$ cat config.mk
export PLATFORM = sky130hd
export DESIGN_NAME = ecp_dist
export DESIGN_NICKNAME = d
export VERILOG_FILES = /design/src/rtl/ecp_pkg.sv /design/src/rtl/ecp_dist.sv
export SDC_FILE = /design/constraint.sdc
export NUM_CORES = 2
export LEC_CHECK = 0
export BUFFER_PORTS_ARGS = -buffer_cell sky130_fd_sc_hd__buf_2
export CORE_MARGIN = 2
export CORE_UTILIZATION = 50
export DETAILED_ROUTE_END_ITERATION = 10
export GPL_TIMING_DRIVEN = 0
export PLACE_DENSITY = 0.63
export SYNTH_ARGS = -nofsm -noshare
export SYNTH_HDL_FRONTEND = slang
export SYNTH_SLANG_ARGS = --single-unit
$ cat constraint.sdc
create_clock -name clk -period 7.4 [get_ports clk]
set_input_delay 0.37 -clock clk [delete_from_list [all_inputs] [get_ports clk]]
set_output_delay 0.37 -clock clk [all_outputs]
set_load 0.02 [all_outputs]
$ cat src/rtl/ecp_pkg.sv
// ----------------------------------------------------------------------------
// ecp_pkg: shared types and constants of the euclidean point clusterer
// Point layout, register indexes, sequencer state codes.
// ----------------------------------------------------------------------------
package ecp_pkg;

	localparam int unsigned COORD_W  = 16;
	localparam int unsigned RADIUS_W = 36;
	localparam int unsigned SIZE_W   = 7;
	localparam int unsigned FIELD_W  = 6;
	localparam int unsigned CFG_IDX_W = 2;

	// register indexes of the configuration port
	localparam logic [CFG_IDX_W-1:0] REG_RADIUS   = 2'd0;
	localparam logic [CFG_IDX_W-1:0] REG_MIN_SIZE = 2'd1;
	localparam logic [CFG_IDX_W-1:0] REG_MAX_SIZE = 2'd2;

	localparam logic [RADIUS_W-1:0] RADIUS_RST = 36'd65536;
	localparam logic [SIZE_W-1:0]   MIN_RST    = 7'd1;
	localparam logic [SIZE_W-1:0]   MAX_RST    = 7'd64;

	// x in the lowest bits
	typedef struct packed {
		logic signed [COORD_W-1:0] z;
		logic signed [COORD_W-1:0] y;
		logic signed [COORD_W-1:0] x;
	} point_t;

	typedef enum logic [9:0] {
		ST_LOAD   = 10'b0000000001,
		ST_SEED   = 10'b0000000010,
		ST_POP    = 10'b0000000100,
		ST_FETCH  = 10'b0000001000,
		ST_CURRD  = 10'b0000010000,
		ST_SCAN   = 10'b0000100000,
		ST_ELIST  = 10'b0001000000,
		ST_ESTORE = 10'b0010000000,
		ST_EOUT   = 10'b0100000000,
		ST_EWAIT  = 10'b1000000000
	} state_t;

endpackage

$ cat src/rtl/ecp_dist.sv
// ----------------------------------------------------------------------------
// ecp_dist: pipelined squared-distance compare
// Two stages: per-axis difference and square, then sum and radius compare.
// ----------------------------------------------------------------------------
module ecp_dist (
	input  logic                                clk,
	input  logic                                arst_n,
	input  logic                                in_vld,
	input  ecp_pkg::point_t                     pa,
	input  ecp_pkg::point_t                     pb,
	input  logic [ecp_pkg::RADIUS_W-1:0]        radius,
	output logic                                le_vld,
	output logic                                le
);

	logic signed [ecp_pkg::COORD_W:0] dx, dy, dz;
	logic [2*ecp_pkg::COORD_W-1:0] sqx_s1, sqy_s1, sqz_s1;
	logic                          vld_s1;
	logic [ecp_pkg::RADIUS_W-1:0]  sum;
	logic                          le_s2;
	logic                          vld_s2;

	assign dx = 17'(pa.x) - 17'(pb.x);
	assign dy = 17'(pa.y) - 17'(pb.y);
	assign dz = 17'(pa.z) - 17'(pb.z);

	always_ff @(posedge clk) begin
		sqx_s1 <= 32'(dx * dx);
		sqy_s1 <= 32'(dy * dy);
		sqz_s1 <= 32'(dz * dz);
		le_s2  <= (sum <= radius);
	end

	always_ff @(posedge clk or negedge arst_n) begin
		if (!arst_n) begin
			vld_s1 <= 1'b0;
			vld_s2 <= 1'b0;
		end else begin
			vld_s1 <= in_vld;
			vld_s2 <= vld_s1;
		end
	end

	assign sum = 36'(sqx_s1) + 36'(sqy_s1) + 36'(sqz_s1);

	assign le_vld = vld_s2;
	assign le     = le_s2;

endmodule

### Word level (Yosys, flattened, before mapping)

Cells that the tools add are included.

| cells by class | value |
|---|---|
| $add $sub $neg | 5 |
| $mul | 3 |
| magnitude comparators | 1 |

Operator list:

| cell | number |
|---|---|
| 17-bit by 17-bit multiplier with 32-bit output | 3 |
| 16-bit by 16-bit subtractor with 17-bit output | 3 |
| 36-bit by 32-bit adder with 36-bit output | 1 |
| 36-bit <= comparator | 1 |
| 32-bit by 32-bit adder with 33-bit output | 1 |

| storage, ports and cells | value |
|---|---|
| register bits | 99 |
| bits of input ports | 135 |

### Logic depth before layout (Yosys ltp)

| logic depth | value |
|---|---|
| depth in word-level cells | 3 |
| mapped depth | 36 |
| mapped depth without buffers | 35 |

### Worst setup path after synthesis

No wires, ideal clock.

| path | value |
|---|---|
| path kind | input -> register |
| start | input port pa[16] in the netlist's numbering |
| end | register sqy_s1[31] in the netlist's numbering |
| setup time | 0.072 ns |
| data arrival time | 7.942 ns |
| required time | 7.328 ns |
| path slack | -0.614 ns |
| stages on the path | 31 |
| path buffers | 1 |
| cells stage by stage | inv_1 > ha_1 > fa_1 > nor2b_1 > o31a_1 > o221a_1 > o31a_1 > o211ai_1 > a21boi_0 > o21ai_0 > a21o_1 > inv_1 > clkbuf_1 > nor2_1 > fa_1 > inv_1 > fa_1 > inv_1 > fa_1 > fa_1 > fa_1 > fa_1 > ha_1 > a21o_1 > a21o_1 > a21o_1 > a21o_1 > nor2_1 > o21ai_0 > a221oi_1 > xnor2_1 |

| between the ends | value |
|---|---|
| longest elaborated chain between the ends | 2 |

Ends and longest elaborated chain:

| item | RTL line | source |
|---|---|---|
| start: declaration | ecp_dist.sv:9 | `input ecp_pkg::point_t pa,` |
| 16-bit by 16-bit subtractor with 17-bit output | ecp_dist.sv:24 | `assign dy = 17'(pa.y) - 17'(pb.y);` |
| 17-bit by 17-bit multiplier with 32-bit output | ecp_dist.sv:29 | `sqy_s1 <= 32'(dy * dy);` |
| end signal: assignment | ecp_dist.sv:29 |  |
| end: declaration | ecp_dist.sv:17 | `logic [2*ecp_pkg::COORD_W-1:0] sqx_s1, sqy_s1, sqz_s1;` |

No other way between the ends.

### Worst setup path after layout

Ends and elaborated chain as after synthesis.

==> results.cfg <==
[cts]
cts_made_buffers = 9
path_clk_slew_ns = 0.07
tritoncts = done
root_buffer = clkbuf_16
clk-insertion-delay-late_ns = 0.36
cts_sinks = 96
clk_path_buf_depth = 2
h-tree-depth = 3

[floorplan]
io_pins = 137
core_region_area_um2 = 68600
dieArea_um2 = 71300
dieWidth_um = 267
initial_core_util = 0.504
floorplan.rows = 96
fp.dieH_um = 267

[synthesis]
synth_warnings = 0
synth_area_um2 = 34600
ys_ff_latch = 96
synth_edf_count = 0
synthCells = 3817
synthArstFlopShare = 0.0208
syn_avg_cell_area_um2 = 9.06
ys_seq_area_frac = 0.0558
synth.distinct_cells = 77
synth-main-ff-cell = dfxtp_1

[layout]
final_common_cell = inv_1
fin_area_um2 = 40000
nNetsFinal = 5388
area_growth_pct = 15.6
multiInputGateArea_um2 = 30100
seq_area_um2 = 1930
drive_gt1_frac = 0.155
nFillCells = 6104
layout_common_cells = inv_1 (1045), fa_1 (778), nor2_1 (321), ha_1 (301), nand2_1 (259)
final_cells = 5035

[setup_path]
r2r_slack_ns = 2.09
critPathArrivalTime_ns = 7.78
crit_required_ns = 7.68
endpoint_kind = flop
worstReg2RegEnd = le$_DFF_P_
r2r_cells = 16
start_kind = primary input
reg2reg_from = sqz_s1[4]$_DFF_P_
worstPathMaxFanout = 5
cp_slowest_cell = fa_1
criticalPathCategory = primary input to flop
max_stage_delay_ns = 0.55

[placement]
io_buffers = 136
dp_hpwl_mm = 69.3
place_inst = 4885
gp_congestion = 0.909
postPlaceCellArea_um2 = 36600

[min_path]
min_from = in_vld
min_to = vld_s1$_DFF_PN0_
min_path_cells = 1
hold_path.class = primary input to flop

[timing]
hold_violations = 0
whs_ns = 0.130
layout_setup_ws_ns = -0.102
skew_ns = 0.0100
finalCriticalPeriod_ns = 7.50
setup_tns_ns = -0.377
fmax_mhz = 133
fin_crit_sh = 1.01
setup_viol = 7
slew_viol_final = 0
rsz0062_at_grt = yes
worst_slew_pin_slew_ns = 0.856
maxSlewHeadroom = 0.429

[detailed_routing]
routed_via_density = 5.04
wl_per_cell_um = 16.4
drtPass1Iterations = 5
drt-total-wl_mm = 82.5
drt_iter0_markers = 1338
antenna_left = 0
drc = 0
dr_total_vias = 25378

[run]
drv_cap = 0

[global_route]
grt_overflow = 0
grt_pass1_wl_mm = 136
grt_pass1_vias = 27076
antenna_found_initial = 0
grt.total_usage = 0.243
grt_max_degree = 19

[status]
violations = setup timing
status = complete, but fails checks
==> stage by stage <==
step / setup slack, ns / util
floorplan: -0.0477 / -
global placement: -1.63 / 0.533
detailed placement: -1.69 / 0.533
CTS: -0.102 / 0.567
global route: -0.366 / 0.583
finish: -0.102 / 0.583
==> final cells by class <==
cell class | count | area share
diodes | 1 | 0.0000626
plain buffers | 62 | 0.0116
clock buffers | 9 | 0.00563
clock inverters | 7 | 0.00203
inverters | 1107 | 0.105
multi-input cells | 2549 | 0.752
flip-flops and latches | 96 | 0.0483
well taps | 931 | 0.0291
repair buffers | 273 | 0.0464
==> critical path: cells and delay by family <==
family                     cells  cell delay, ns
adders and majority gates      9            3.50
AOI/OAI and AO/OA             10            2.48
xor gates and xnor gates       1            0.17
buffers and inverters         11            0.99
and+or+nand+nor                3            0.26
==> kinds of logic after synthesis <==
group / Yosys count / synth area share
AOI/OAI and AO/OA: 402 / 0.0756
xor gates and xnor gates: 192 / 0.0498
adders and majority gates: 1155 / 0.593
buffers and inverters: 1173 / 0.128
DFF: 96 / 0.0558
muxes: 4 / 0.00127
other: 2 / 0.000217
and+or+nand+nor: 793 / 0.0968
==> worst max-delay path by stage <==
| stage | depth (start not counted) | end | startpoint |
|---|---|---|---|
| 2_1_floorplan | 31 | sqy_s1[31]$_DFF_P_ | pa[16] |
| 3_3_place_gp | 30 | sqx_s1[31]$_DFF_P_ | pb[1] |
| 3_5_place_dp | 30 | sqx_s1[31]$_DFF_P_ | pb[1] |
| 4_1_cts | 31 | sqx_s1[31]$_DFF_P_ | pb[1] |
| 5_1_grt | 36 | sqy_s1[30]$_DFF_P_ | pa[16] |
| 6_report | 34 | sqy_s1[31]$_DFF_P_ | pa[16] |
==> registers in the layout (all words and copies together), names as in the netlist <==
register	cells
le	1
le_vld	1
sqx_s1	31
sqy_s1	31
sqz_s1	31
vld_s1	1
==> metal layers <==
layer  wire, um  global-route usage  part of all wire  vias to the layer above
li1           -                   -                 -                    11920
met1      34800               0.323              0.42                    12704
met2      40400               0.413              0.49                      622
met3       4950              0.0423             0.060                      132
met4       2340              0.0595             0.028                        0
met5          0                   0                 0                        -
==> timing repair <==
item	CTS	global route
setup buffers	93	43
pin swaps	131	133
hold buffers	1	0
endpoints found under the hold margin	2	0
setup endpoints to repair	46	39
gates resized for setup	288	204
==> Yosys cell counts (7+ instances only) <==
master | instances | share of area
o21ai_0 | 74 | 0.011
a31oi_1 | 11 | 0.0020
nor2_1 | 346 | 0.038
fa_1 | 807 | 0.47
nand2_1 | 283 | 0.031
a211oi_1 | 12 | 0.0026
o21a_1 | 25 | 0.0054
nand4_1 | 13 | 0.0024
clkbuf_1 | 59 | 0.0064
xor2_1 | 47 | 0.012
ha_1 | 348 | 0.13
inv_1 | 1095 | 0.12
o211ai_1 | 12 | 0.0026
a21oi_1 | 123 | 0.018
o31ai_1 | 11 | 0.0024
nand2b_1 | 23 | 0.0042
nor3b_1 | 7 | 0.0015
a21o_1 | 54 | 0.012
nor3_1 | 30 | 0.0043
o21bai_1 | 18 | 0.0039
nor2b_1 | 29 | 0.0052
or3_1 | 9 | 0.0016
nand3_1 | 17 | 0.0025
xnor2_1 | 142 | 0.036
dfxtp_1 | 94 | 0.054
and3_1 | 16 | 0.0029
Power is not shown: default switching activity piles up to over one toggle a cycle in this logic, so the estimate is an artifact.
